`src/rtl/i2cbm_pkg.sv`:
```
package i2cbm_pkg;

    localparam int DATA_BITS_DEF = 8;
    localparam int QUEUE_DEPTH_DEF = 2;
    localparam int CFG_W = 10;
    localparam logic [CFG_W-1:0] ACK_TIMEOUT_RST = 10'd250;

    localparam logic [2:0] OP_START = 3'd0;
    localparam logic [2:0] OP_STOP  = 3'd1;
    localparam logic [2:0] OP_ACK   = 3'd2;
    localparam logic [2:0] OP_NACK  = 3'd3;
    localparam logic [2:0] OP_WACK  = 3'd4;
    localparam logic [2:0] OP_SEND  = 3'd5;
    localparam logic [2:0] OP_READ  = 3'd6;
    localparam logic [2:0] OP_NONE  = 3'd7;

    typedef logic [2:0] t_kind;

    localparam t_kind K_START   = 3'd0;
    localparam t_kind K_STOP    = 3'd1;
    localparam t_kind K_ACK     = 3'd2;
    localparam t_kind K_NACK    = 3'd3;
    localparam t_kind K_WACK_OK = 3'd4;
    localparam t_kind K_WACK_TO = 3'd5;
    localparam t_kind K_SEND    = 3'd6;
    localparam t_kind K_READ    = 3'd7;

    typedef struct packed {
        t_kind      kind;
        logic [7:0] data;
    } t_cmd;

endpackage

```
`src/rtl/i2cbm_cmd_if.sv`:
```
interface i2cbm_cmd_if;
    logic       valid;
    logic       ready;
    logic [2:0] opcode;
    logic [7:0] tx_byte;
    logic [7:0] rx_byte;
    logic [9:0] ack_delay_polls;

    modport source (output valid, output opcode, output tx_byte, output rx_byte,
                    output ack_delay_polls, input ready);
    modport sink (input valid, input opcode, input tx_byte, input rx_byte,
                  input ack_delay_polls, output ready);
endinterface

```
`src/rtl/i2cbm_phase_if.sv`:
```
interface i2cbm_phase_if;
    logic       valid;
    logic       ready;
    logic       scl_level;
    logic       sda_drive;
    logic       sda_level;
    logic [7:0] read_data;
    logic       no_ack;
    logic       last;

    modport source (output valid, output scl_level, output sda_drive, output sda_level,
                    output read_data, output no_ack, output last, input ready);
    modport sink (input valid, input scl_level, input sda_drive, input sda_level,
                  input read_data, input no_ack, input last, output ready);
endinterface

```
`src/rtl/i2cbm_front.sv`:
```
module i2cbm_front (
    input  logic                        i_clk,
    input  logic                        i_rst_n,
    input  logic                        i_cfg_we,
    input  logic [i2cbm_pkg::CFG_W-1:0] i_cfg_wdata,
    i2cbm_cmd_if.sink                   i_cmd,
    input  logic                        i_full,
    output logic                        o_push,
    output i2cbm_pkg::t_cmd             o_entry
);
    import i2cbm_pkg::*;

    logic [CFG_W-1:0] r_ack_timeout;
    logic             accept;

    always_ff @(posedge i_clk) begin
        if (!i_rst_n) begin
            r_ack_timeout <= ACK_TIMEOUT_RST;
        end else if (i_cfg_we) begin
            r_ack_timeout <= i_cfg_wdata;
        end
    end

    assign i_cmd.ready = !i_full;
    assign accept      = i_cmd.valid && i_cmd.ready;
    assign o_push      = accept && (i_cmd.opcode != OP_NONE);

    always_comb begin
        o_entry.data = (i_cmd.opcode == OP_READ) ? i_cmd.rx_byte : i_cmd.tx_byte;
        case (i_cmd.opcode)
            OP_START: o_entry.kind = K_START;
            OP_STOP:  o_entry.kind = K_STOP;
            OP_ACK:   o_entry.kind = K_ACK;
            OP_NACK:  o_entry.kind = K_NACK;
            OP_WACK:  o_entry.kind = (i_cmd.ack_delay_polls > r_ack_timeout) ?
                                     K_WACK_TO : K_WACK_OK;
            OP_SEND:  o_entry.kind = K_SEND;
            OP_READ:  o_entry.kind = K_READ;
            default:  o_entry.kind = K_START;
        endcase
    end

endmodule

```
`src/rtl/i2cbm_queue.sv`:
```
module i2cbm_queue #(
    parameter int DEPTH = i2cbm_pkg::QUEUE_DEPTH_DEF
) (
    input  logic            i_clk,
    input  logic            i_rst_n,
    input  logic            i_push,
    input  i2cbm_pkg::t_cmd i_entry,
    input  logic            i_pop,
    output logic            o_full,
    output logic            o_valid,
    output i2cbm_pkg::t_cmd o_head
);
    import i2cbm_pkg::*;

    localparam int PTR_W = (DEPTH > 1) ? $clog2(DEPTH) : 1;
    localparam int CNT_W = $clog2(DEPTH + 1);

    t_cmd             r_mem [DEPTH];
    logic [PTR_W-1:0] r_wr_ptr;
    logic [PTR_W-1:0] r_rd_ptr;
    logic [CNT_W-1:0] r_count;
    logic             do_pop;

    assign o_full  = (r_count == CNT_W'(DEPTH));
    assign o_valid = (r_count != '0);
    assign o_head  = r_mem[r_rd_ptr];
    assign do_pop  = i_pop && o_valid;

    always_ff @(posedge i_clk) begin
        if (i_push) begin
            r_mem[r_wr_ptr] <= i_entry;
        end
    end

    always_ff @(posedge i_clk) begin
        if (!i_rst_n) begin
            r_wr_ptr <= '0;
            r_rd_ptr <= '0;
            r_count  <= '0;
        end else begin
            if (i_push) begin
                r_wr_ptr <= (r_wr_ptr == PTR_W'(DEPTH - 1)) ? '0 : r_wr_ptr + 1'b1;
            end
            if (do_pop) begin
                r_rd_ptr <= (r_rd_ptr == PTR_W'(DEPTH - 1)) ? '0 : r_rd_ptr + 1'b1;
            end
            if (i_push && !do_pop) begin
                r_count <= r_count + 1'b1;
            end else if (do_pop && !i_push) begin
                r_count <= r_count - 1'b1;
            end
        end
    end

endmodule

```
`src/rtl/i2cbm_back.sv`:
```
module i2cbm_back #(
    parameter int DATA_BITS = i2cbm_pkg::DATA_BITS_DEF
) (
    input  logic            i_clk,
    input  logic            i_rst_n,
    input  logic            i_head_valid,
    input  i2cbm_pkg::t_cmd i_head,
    output logic            o_pop,
    i2cbm_phase_if.source   o_phase
);
    import i2cbm_pkg::*;

    localparam int BIT_W = $clog2(DATA_BITS);

    logic [2:0]       r_step;
    logic [1:0]       r_sub;
    logic [BIT_W-1:0] r_bit;

    logic       r_scl;
    logic       r_sda;
    logic       r_dir;
    logic       r_valid;
    logic [7:0] r_rd;
    logic       r_nak;
    logic       r_last;

    logic             fire;
    logic             ph_dir;
    logic             ph_scl_wr;
    logic             ph_val;
    logic             ph_last;
    logic             bit_end;
    logic [BIT_W-1:0] pos;
    logic             tx_bit;
    logic [1:0]       stop_ph;

    // stop: sda1, scl0, sda0, scl1, sda1 -> {scl_wr, value}
    function automatic logic [1:0] stop_seq(input logic [2:0] idx);
        logic [1:0] r;
        case (idx)
            3'd0:    r = 2'b01;
            3'd1:    r = 2'b10;
            3'd2:    r = 2'b00;
            3'd3:    r = 2'b11;
            default: r = 2'b01;
        endcase
        return r;
    endfunction

    assign bit_end = (r_bit == BIT_W'(DATA_BITS - 1));
    assign pos     = BIT_W'(DATA_BITS - 1) - r_bit;
    assign tx_bit  = ({1'b0, pos} < (BIT_W + 1)'(8)) ? i_head.data[pos[2:0]] : 1'b0;

    always_comb begin
        ph_dir    = 1'b1;
        ph_scl_wr = 1'b0;
        ph_val    = 1'b1;
        ph_last   = 1'b0;
        stop_ph   = 2'b01;
        case (i_head.kind)
            K_START: begin
                ph_scl_wr = r_step[0];
                ph_val    = (r_step < 3'd2);
                ph_last   = (r_step == 3'd3);
            end
            K_STOP: begin
                stop_ph   = stop_seq(r_step);
                ph_scl_wr = stop_ph[1];
                ph_val    = stop_ph[0];
                ph_last   = (r_step == 3'd4);
            end
            K_ACK, K_NACK: begin
                ph_scl_wr = r_step[0] || (r_step == 3'd4);
                case (r_step)
                    3'd0:    ph_val = 1'b1;
                    3'd1:    ph_val = 1'b0;
                    3'd2:    ph_val = (i_head.kind == K_NACK);
                    3'd3:    ph_val = 1'b1;
                    default: ph_val = 1'b0;
                endcase
                ph_last = (r_step == 3'd4);
            end
            K_WACK_OK: begin
                ph_dir    = 1'b0;
                ph_scl_wr = 1'b1;
                ph_val    = (r_step == 3'd0);
                ph_last   = (r_step == 3'd1);
            end
            K_WACK_TO: begin
                if (r_step == 3'd0) begin
                    ph_dir    = 1'b0;
                    ph_scl_wr = 1'b1;
                    ph_val    = 1'b1;
                end else begin
                    stop_ph   = stop_seq(r_step - 3'd1);
                    ph_scl_wr = stop_ph[1];
                    ph_val    = stop_ph[0];
                end
                ph_last = (r_step == 3'd5);
            end
            K_SEND: begin
                if (r_step == 3'd0) begin
                    ph_scl_wr = 1'b1;
                    ph_val    = 1'b0;
                end else begin
                    ph_scl_wr = (r_sub != 2'd0);
                    case (r_sub)
                        2'd0:    ph_val = tx_bit;
                        2'd1:    ph_val = 1'b1;
                        default: ph_val = 1'b0;
                    endcase
                    ph_last = (r_sub == 2'd2) && bit_end;
                end
            end
            default: begin
                // read: slave drives, low then high SCL per bit
                ph_dir    = 1'b0;
                ph_scl_wr = 1'b1;
                ph_val    = r_sub[0];
                ph_last   = r_sub[0] && bit_end;
            end
        endcase
    end

    assign fire  = i_head_valid && (!r_valid || o_phase.ready);
    assign o_pop = fire && ph_last;

    always_ff @(posedge i_clk) begin
        if (!i_rst_n) begin
            r_step  <= '0;
            r_sub   <= '0;
            r_bit   <= '0;
            r_scl   <= 1'b1;
            r_sda   <= 1'b1;
            r_dir   <= 1'b1;
            r_valid <= 1'b0;
        end else begin
            if (fire) begin
                r_valid <= 1'b1;
                r_dir   <= ph_dir;
                if (ph_scl_wr) begin
                    r_scl <= ph_val;
                end else begin
                    r_sda <= ph_val;
                end
                if (ph_last) begin
                    r_step <= '0;
                    r_sub  <= '0;
                    r_bit  <= '0;
                end else begin
                    case (i_head.kind)
                        K_SEND: begin
                            if (r_step == 3'd0) begin
                                r_step <= 3'd1;
                            end else if (r_sub == 2'd2) begin
                                r_sub <= 2'd0;
                                r_bit <= r_bit + 1'b1;
                            end else begin
                                r_sub <= r_sub + 2'd1;
                            end
                        end
                        K_READ: begin
                            if (r_sub[0]) begin
                                r_sub <= 2'd0;
                                r_bit <= r_bit + 1'b1;
                            end else begin
                                r_sub <= 2'd1;
                            end
                        end
                        default: r_step <= r_step + 3'd1;
                    endcase
                end
            end else if (o_phase.ready) begin
                r_valid <= 1'b0;
            end
        end
    end

    always_ff @(posedge i_clk) begin
        if (fire) begin
            r_rd   <= (ph_last && (i_head.kind == K_READ)) ? i_head.data : 8'd0;
            r_nak  <= ph_last && (i_head.kind == K_WACK_TO);
            r_last <= ph_last;
        end
    end

    assign o_phase.valid     = r_valid;
    assign o_phase.scl_level = r_scl;
    assign o_phase.sda_drive = r_dir;
    assign o_phase.sda_level = r_sda;
    assign o_phase.read_data = r_rd;
    assign o_phase.no_ack    = r_nak;
    assign o_phase.last      = r_last;

endmodule

```
`src/rtl/i2c_bitlevel_master.sv`:
```
// A command is written into the queue; its first pin phase is then registered at the
// phase output. One pin phase per cycle while the output is not stalled; a command
// has from 2 (wait-ack) to 1 + 3*DATA_BITS phases (send, 25 at 8 bits), set by the
// phase sequencer. A 2-entry command queue decouples the input from the sequencer.
// Reset (synchronous, active low): SCL and SDA released, SDA driven, timeout 250.
module i2c_bitlevel_master #(
    parameter int DATA_BITS   = i2cbm_pkg::DATA_BITS_DEF,
    parameter int QUEUE_DEPTH = i2cbm_pkg::QUEUE_DEPTH_DEF
) (
    input  logic                        i_clk,
    input  logic                        i_rst_n,
    input  logic                        i_cfg_we,
    input  logic [i2cbm_pkg::CFG_W-1:0] i_cfg_wdata,
    i2cbm_cmd_if.sink                   i_cmd,
    i2cbm_phase_if.source               o_phase
);
    import i2cbm_pkg::*;

    logic push;
    logic pop;
    logic full;
    logic head_valid;
    t_cmd entry;
    t_cmd head;

    i2cbm_front u_front (
        .i_clk       (i_clk),
        .i_rst_n     (i_rst_n),
        .i_cfg_we    (i_cfg_we),
        .i_cfg_wdata (i_cfg_wdata),
        .i_cmd       (i_cmd),
        .i_full      (full),
        .o_push      (push),
        .o_entry     (entry)
    );

    i2cbm_queue #(
        .DEPTH (QUEUE_DEPTH)
    ) u_queue (
        .i_clk   (i_clk),
        .i_rst_n (i_rst_n),
        .i_push  (push),
        .i_entry (entry),
        .i_pop   (pop),
        .o_full  (full),
        .o_valid (head_valid),
        .o_head  (head)
    );

    i2cbm_back #(
        .DATA_BITS (DATA_BITS)
    ) u_back (
        .i_clk        (i_clk),
        .i_rst_n      (i_rst_n),
        .i_head_valid (head_valid),
        .i_head       (head),
        .o_pop        (pop),
        .o_phase      (o_phase)
    );

endmodule

```
`src/flat_wrapper.sv`:
```
// flat-port wrapper written by rule: the top's interface ports become plain ports
module i2c_bitlevel_master_flat import i2cbm_pkg::*;
#(
    parameter int DATA_BITS   = i2cbm_pkg::DATA_BITS_DEF,
    parameter int QUEUE_DEPTH = i2cbm_pkg::QUEUE_DEPTH_DEF
)
  (i_clk, i_rst_n, i_cfg_we, i_cfg_wdata, i_cmd_valid, i_cmd_opcode, i_cmd_tx_byte, i_cmd_rx_byte, i_cmd_ack_delay_polls, i_cmd_ready, o_phase_valid, o_phase_scl_level, o_phase_sda_drive, o_phase_sda_level, o_phase_read_data, o_phase_no_ack, o_phase_last, o_phase_ready);
  i2cbm_cmd_if i_cmd_i ();
  i2cbm_phase_if o_phase_i ();
  input  logic i_clk;
  input  logic i_rst_n;
  input  logic i_cfg_we;
  input  logic [i2cbm_pkg::CFG_W-1:0] i_cfg_wdata;
  input wire logic [$bits(i_cmd_i.valid)-1:0] i_cmd_valid;
  input wire logic [$bits(i_cmd_i.opcode)-1:0] i_cmd_opcode;
  input wire logic [$bits(i_cmd_i.tx_byte)-1:0] i_cmd_tx_byte;
  input wire logic [$bits(i_cmd_i.rx_byte)-1:0] i_cmd_rx_byte;
  input wire logic [$bits(i_cmd_i.ack_delay_polls)-1:0] i_cmd_ack_delay_polls;
  output wire logic [$bits(i_cmd_i.ready)-1:0] i_cmd_ready;
  output wire logic [$bits(o_phase_i.valid)-1:0] o_phase_valid;
  output wire logic [$bits(o_phase_i.scl_level)-1:0] o_phase_scl_level;
  output wire logic [$bits(o_phase_i.sda_drive)-1:0] o_phase_sda_drive;
  output wire logic [$bits(o_phase_i.sda_level)-1:0] o_phase_sda_level;
  output wire logic [$bits(o_phase_i.read_data)-1:0] o_phase_read_data;
  output wire logic [$bits(o_phase_i.no_ack)-1:0] o_phase_no_ack;
  output wire logic [$bits(o_phase_i.last)-1:0] o_phase_last;
  input wire logic [$bits(o_phase_i.ready)-1:0] o_phase_ready;
  assign i_cmd_i.valid = i_cmd_valid;
  assign i_cmd_i.opcode = i_cmd_opcode;
  assign i_cmd_i.tx_byte = i_cmd_tx_byte;
  assign i_cmd_i.rx_byte = i_cmd_rx_byte;
  assign i_cmd_i.ack_delay_polls = i_cmd_ack_delay_polls;
  assign i_cmd_ready = i_cmd_i.ready;
  assign o_phase_valid = o_phase_i.valid;
  assign o_phase_scl_level = o_phase_i.scl_level;
  assign o_phase_sda_drive = o_phase_i.sda_drive;
  assign o_phase_sda_level = o_phase_i.sda_level;
  assign o_phase_read_data = o_phase_i.read_data;
  assign o_phase_no_ack = o_phase_i.no_ack;
  assign o_phase_last = o_phase_i.last;
  assign o_phase_i.ready = o_phase_ready;
  i2c_bitlevel_master #(.DATA_BITS(DATA_BITS), .QUEUE_DEPTH(QUEUE_DEPTH)) u_core (.i_clk(i_clk), .i_rst_n(i_rst_n), .i_cfg_we(i_cfg_we), .i_cfg_wdata(i_cfg_wdata), .i_cmd(i_cmd_i), .o_phase(o_phase_i));
endmodule
```
`config.mk`:
```
export PLATFORM = sky130hd
export DESIGN_NAME = i2c_bitlevel_master_flat
export DESIGN_NICKNAME = d
export VERILOG_FILES = /design/src/rtl/i2cbm_pkg.sv /design/src/rtl/i2cbm_cmd_if.sv /design/src/rtl/i2cbm_phase_if.sv /design/src/rtl/i2cbm_front.sv /design/src/rtl/i2cbm_queue.sv /design/src/rtl/i2cbm_back.sv /design/src/rtl/i2c_bitlevel_master.sv /design/src/flat_wrapper.sv
export SDC_FILE = /design/constraint.sdc
export NUM_CORES = 1
export LEC_CHECK = 0
export ABC_AREA = 0
export BUFFER_PORTS_ARGS = -buffer_cell sky130_fd_sc_hd__buf_2
export CORE_ASPECT_RATIO = 1.5
export CORE_MARGIN = 5
export CORE_UTILIZATION = 45
export CTS_CLUSTER_SIZE = 20
export DETAILED_ROUTE_END_ITERATION = 10
export GPL_TIMING_DRIVEN = 1
export PLACE_DENSITY = 0.76
export SLEW_MARGIN = 40
export SYNTH_ARGS = -nofsm -noshare
export SYNTH_HDL_FRONTEND = slang
export SYNTH_HIERARCHICAL = 1
export SYNTH_SLANG_ARGS = --single-unit
```
`constraint.sdc`:
```
create_clock -name i_clk -period 7 [get_ports i_clk]
set_input_delay 0.7 -clock i_clk [delete_from_list [all_inputs] [get_ports i_clk]]
set_output_delay 0.7 -clock i_clk [all_outputs]
set_load 0.01 [all_outputs]
```
==> out/summary.txt <==
Result of the run: finished, final reports clean
Final max-slew violation count: 0
I/O pin cnt: 59
Sum of met3 wire segment lengths after detailed routing: 347 um
Number of DRC violations after detailed-routing iteration 0: 198
Largest clock skew in the final design: 0.00436 ns
CTS H-tree depth: 3
Fmax: 320 MHz
Cell types with the highest counts after synthesis: sky130_fd_sc_hd__edfxtp_1, sky130_fd_sc_hd__dfxtp_1, sky130_fd_sc_hd__ha_1, sky130_fd_sc_hd__inv_1
Number of distinct standard cells referenced by the synthesized netlist: 58
PwrDens: 250 nW/um^2
Share of synthesized area occupied by flip-flops and latches: 0.468
Startpoint kind of the worst setup timing path: flop
Post-Synthesis Net Count: 363
Global-route wire length before repair: 10.7 mm
Input/output buffers: 58
Path depth of the worst reg2reg path: 9
Gp weighted congestion: 0.869
Leading cell type by number of instances after synthesis: sky130_fd_sc_hd__edfxtp_1
Die W: 79.0 um
Antenna violations before repair: 0
Effective utilization at floorplan: 0.465
Uppermost layer routed: met4
RSZ-0062 raised after global routing: false
Dominant synthesized flop cell: sky130_fd_sc_hd__edfxtp_1
Synthesis-stage register bit count: 59
CTS Buffer Depth: 2
Layout net count: 420
Worst-path cell chain: mux2_2 -> nand2_1 -> o21ai_0 -> a221oi_2 -> nor2_1 -> o21ai_1 -> ha_1 -> or3_1 -> a21boi_1
Count of antenna diodes in the layout: 0
Area overhead of the layout relative to synthesis: 16.6%
Fraction of layout cells with a size suffix above 1: 0.280
Detail Route Antenna Nets: 0
Relative slew margins: 0.598
Initial DRT Pass Iterations: 4
Data arrival at the endpoint of the critical path: 3.38 ns
Worst Path Class, Setup: reg2reg
Std-Cell Core Area: 6900 um^2
Clock slew at the register clock pins of the worst setup and hold paths: 0.06 ns
Crit. End Element: flop
Largest net degree at the start of global routing: 25
Post-CTS Repair Setup Buffers: 0
Detailed-route vias per instance: 5.41
GR Overflow Total: 0
Endpoint of the worst hold path: u_core/u_front/r_ack_timeout[3]$_SDFFE_PN1P_
Aggregate negative setup slack: 0 ns
Share of flip-flops with an asynchronous set or reset: 0
Yosys top cell area share: 0.299
All-layer global routing usage: 0.152
Cell depth of the worst hold path: 2
Min-Delay Path Class: reg2reg
Biggest cell delay along the critical path: 0.60 ns
Cell type with the highest aggregate area in the netlist: sky130_fd_sc_hd__edfxtp_1
DRC errors left: 0
Setup-failing EPs final: 0
Overall die height: 113 um
Half-perimeter wire length of the detailed placement result: 4.93 mm
Hold Buf Count CTS: 0
Total of max-cap violations: 0
Die ar.: 8960 um^2
Slew at the pin closest to its max-slew limit: 0.600 ns
Cell area after synthesis: 3210 um^2
Final number of hold-violating endpoints: 0
TritonCTS Sinks: 59
Number of synthesized flops with an enable pin: 32
Top fanout value on the critical path: 12
Crit path buf inv count: 0
Number of clock buffers inserted by TritonCTS: 9
Per-cell routed wire length: 14.4 um
Period Utilization, post-route: 0.446
Worst-skew pair later-pin latency: 0.33 ns
Gates resized, CTS repair: 0
Number of standard-cell rows in the floorplan: 37
Biggest area contributors in the synthesized netlist: sky130_fd_sc_hd__edfxtp_1, sky130_fd_sc_hd__dfxtp_1, sky130_fd_sc_hd__ha_1
Shortest period the worst path allows: 3.12 ns
Kind of cell with the highest combined delay on the critical path: compound AO/OA/AOI/OAI gates
Max rail drop VDD: 0.000171 V
Critical hold path startpoint: u_core/u_front/r_ack_timeout[3]$_SDFFE_PN1P_
Worst slack on hold paths: 0.489 ns
CTS tree: yes
Wire length reported by the detailed router: 6.32 mm
Mean post-synth cell area: 10.7 um^2
Via Count: 2,373
Setup slack on the worst flop-to-flop path: 3.88 ns
Metal2 WL: 3.35 mm
Standby leakage power: 0.00155 uW
Detailed-route wire length on metal 1: 2.48 mm
Gate count after technology mapping: 299
Vias in the first global route: 2,457
Cell with the largest stage delay on the worst path: sky130_fd_sc_hd__dfxtp_1
Critical R2R Capture: u_core/u_queue/r_count[1]$_SDFFE_PN0P_
Warning count from the yosys run: 6
CP Data Required Time: 7.26 ns
Clock root buffer master: sky130_fd_sc_hd__clkbuf_8
==> report_power, final <==
group / internal (uW) / leakage, uW / total, uW / switching (uW)
registers: 406 / 0.000525 / 422 / 16.5
clock network: 197 / 0.000101 / 323 / 126
logic: 79.4 / 0.000929 / 191 / 111
==> through the flow <==
step,power [uW],cell area [um^2],instances,utilization,setup slack (ns)
floorplan,563,3210,299,-,4.24
global placement,616,3530,423,0.512,3.98
detailed placement,621,3540,423,0.513,3.90
CTS,946,3740,439,0.543,3.88
global route,989,3740,439,0.543,3.63
finish,936,3740,439,0.543,3.88
==> flip-flops by register name, summed over array words and instances, names as in the netlist, named ones only <==
| signal | count |
|---|---|
| u_core/u_back/o_phase.scl_level | 1 |
| u_core/u_back/o_phase.no_ack | 1 |
| u_core/u_front/r_ack_timeout | 10 |
| u_core/u_back/o_phase.sda_level | 1 |
| u_core/u_back/o_phase.last | 1 |
| u_core/u_queue/r_count | 2 |
| u_core/u_back/o_phase.read_data | 8 |
| u_core/u_back/r_step | 3 |
| u_core/u_queue/r_wr_ptr | 1 |
| u_core/u_back/r_sub | 2 |
| u_core/u_queue/r_rd_ptr | 1 |
| u_core/u_queue/r_mem | 22 |
| u_core/u_back/r_bit | 3 |
| u_core/u_back/o_phase.sda_drive | 1 |
| u_core/u_back/o_phase.valid | 1 |
==> cell type report <==
cell class,instances,area (um^2)
repair buffers,58,290
clock inverters,6,80.1
well taps,78,97.6
inverters,22,82.6
clock buffers,10,128
flip-flops and latches,59,1500
fillers,600,3150
multi-input cells,206,1570
==> cells by family after synthesis <==
kind of cell    count (synthesis)  synth area share
compound gates                 58             0.133
xor+xnor                        4            0.0109
fa+ha+maj                      20            0.0779
buf+inv                        34            0.0456
flops                          59             0.468
mux                            30             0.101
simple gates                   94             0.164
==> worst min-delay path, cell delays in order (launching register included) <==
cell,delay (ns)
sky130_fd_sc_hd__dfxtp_1,0.30
sky130_fd_sc_hd__inv_1,0.07
sky130_fd_sc_hd__o211ai_1,0.08
==> placed cells by master (no fill, tap or decap), types with 2 or more instances in the layout <==
cell                        synthesis  final
sky130_fd_sc_hd__nor2_1            13     13
sky130_fd_sc_hd__and2_1            13     13
sky130_fd_sc_hd__mux2_2            19     19
sky130_fd_sc_hd__nand4_1            5      5
sky130_fd_sc_hd__clkinv_1           1      3
sky130_fd_sc_hd__nor2b_1           12     11
sky130_fd_sc_hd__nand3_1            7      7
sky130_fd_sc_hd__inv_1             20     20
sky130_fd_sc_hd__nor3_1             3      3
sky130_fd_sc_hd__o21ai_0            8      8
sky130_fd_sc_hd__bufinv_16          0      2
sky130_fd_sc_hd__o32a_1             2      2
sky130_fd_sc_hd__or4_1              2      2
sky130_fd_sc_hd__o21a_1             2      2
sky130_fd_sc_hd__o211ai_1           9      9
sky130_fd_sc_hd__or3_1              2      2
sky130_fd_sc_hd__edfxtp_1          32     32
sky130_fd_sc_hd__ha_1              20     20
sky130_fd_sc_hd__buf_2              6     58
sky130_fd_sc_hd__mux2i_1           11     11
sky130_fd_sc_hd__a21oi_1           13     13
sky130_fd_sc_hd__nand2b_1           7      7
sky130_fd_sc_hd__a21boi_0           3      3
sky130_fd_sc_hd__nand2_1           19     19
sky130_fd_sc_hd__o21ai_1            3      3
sky130_fd_sc_hd__a22oi_1            3      3
sky130_fd_sc_hd__xnor2_1            3      3
sky130_fd_sc_hd__clkbuf_8           0      9
sky130_fd_sc_hd__nand3b_1           2      2
sky130_fd_sc_hd__dfxtp_1           27     27
==> how the worst max path moves through the flow <==
stage,start,slack (ns),endpoint,depth (start not counted)
2_1_floorplan,flop,4.24,u_core/u_queue/r_count[1]$_SDFFE_PN0P_,11
3_3_place_gp,flop,3.98,u_core/u_queue/r_count[1]$_SDFFE_PN0P_,9
3_5_place_dp,flop,3.90,u_core/u_queue/r_count[1]$_SDFFE_PN0P_,9
4_1_cts,flop,3.88,u_core/u_queue/r_count[1]$_SDFFE_PN0P_,9
5_1_grt,flop,3.63,u_core/u_queue/r_count[1]$_SDFFE_PN0P_,9
6_report,flop,3.88,u_core/u_queue/r_count[1]$_SDFFE_PN0P_,9
==> layer usage <==
metal  track usage  vias to the layer above
li1              -                     1202
met1         0.157                     1100
met2         0.274                       60
met3        0.0363                       11
met4        0.0906                        0
met5             0                        -
No activity file was read; power rests on OpenSTA's default activity.
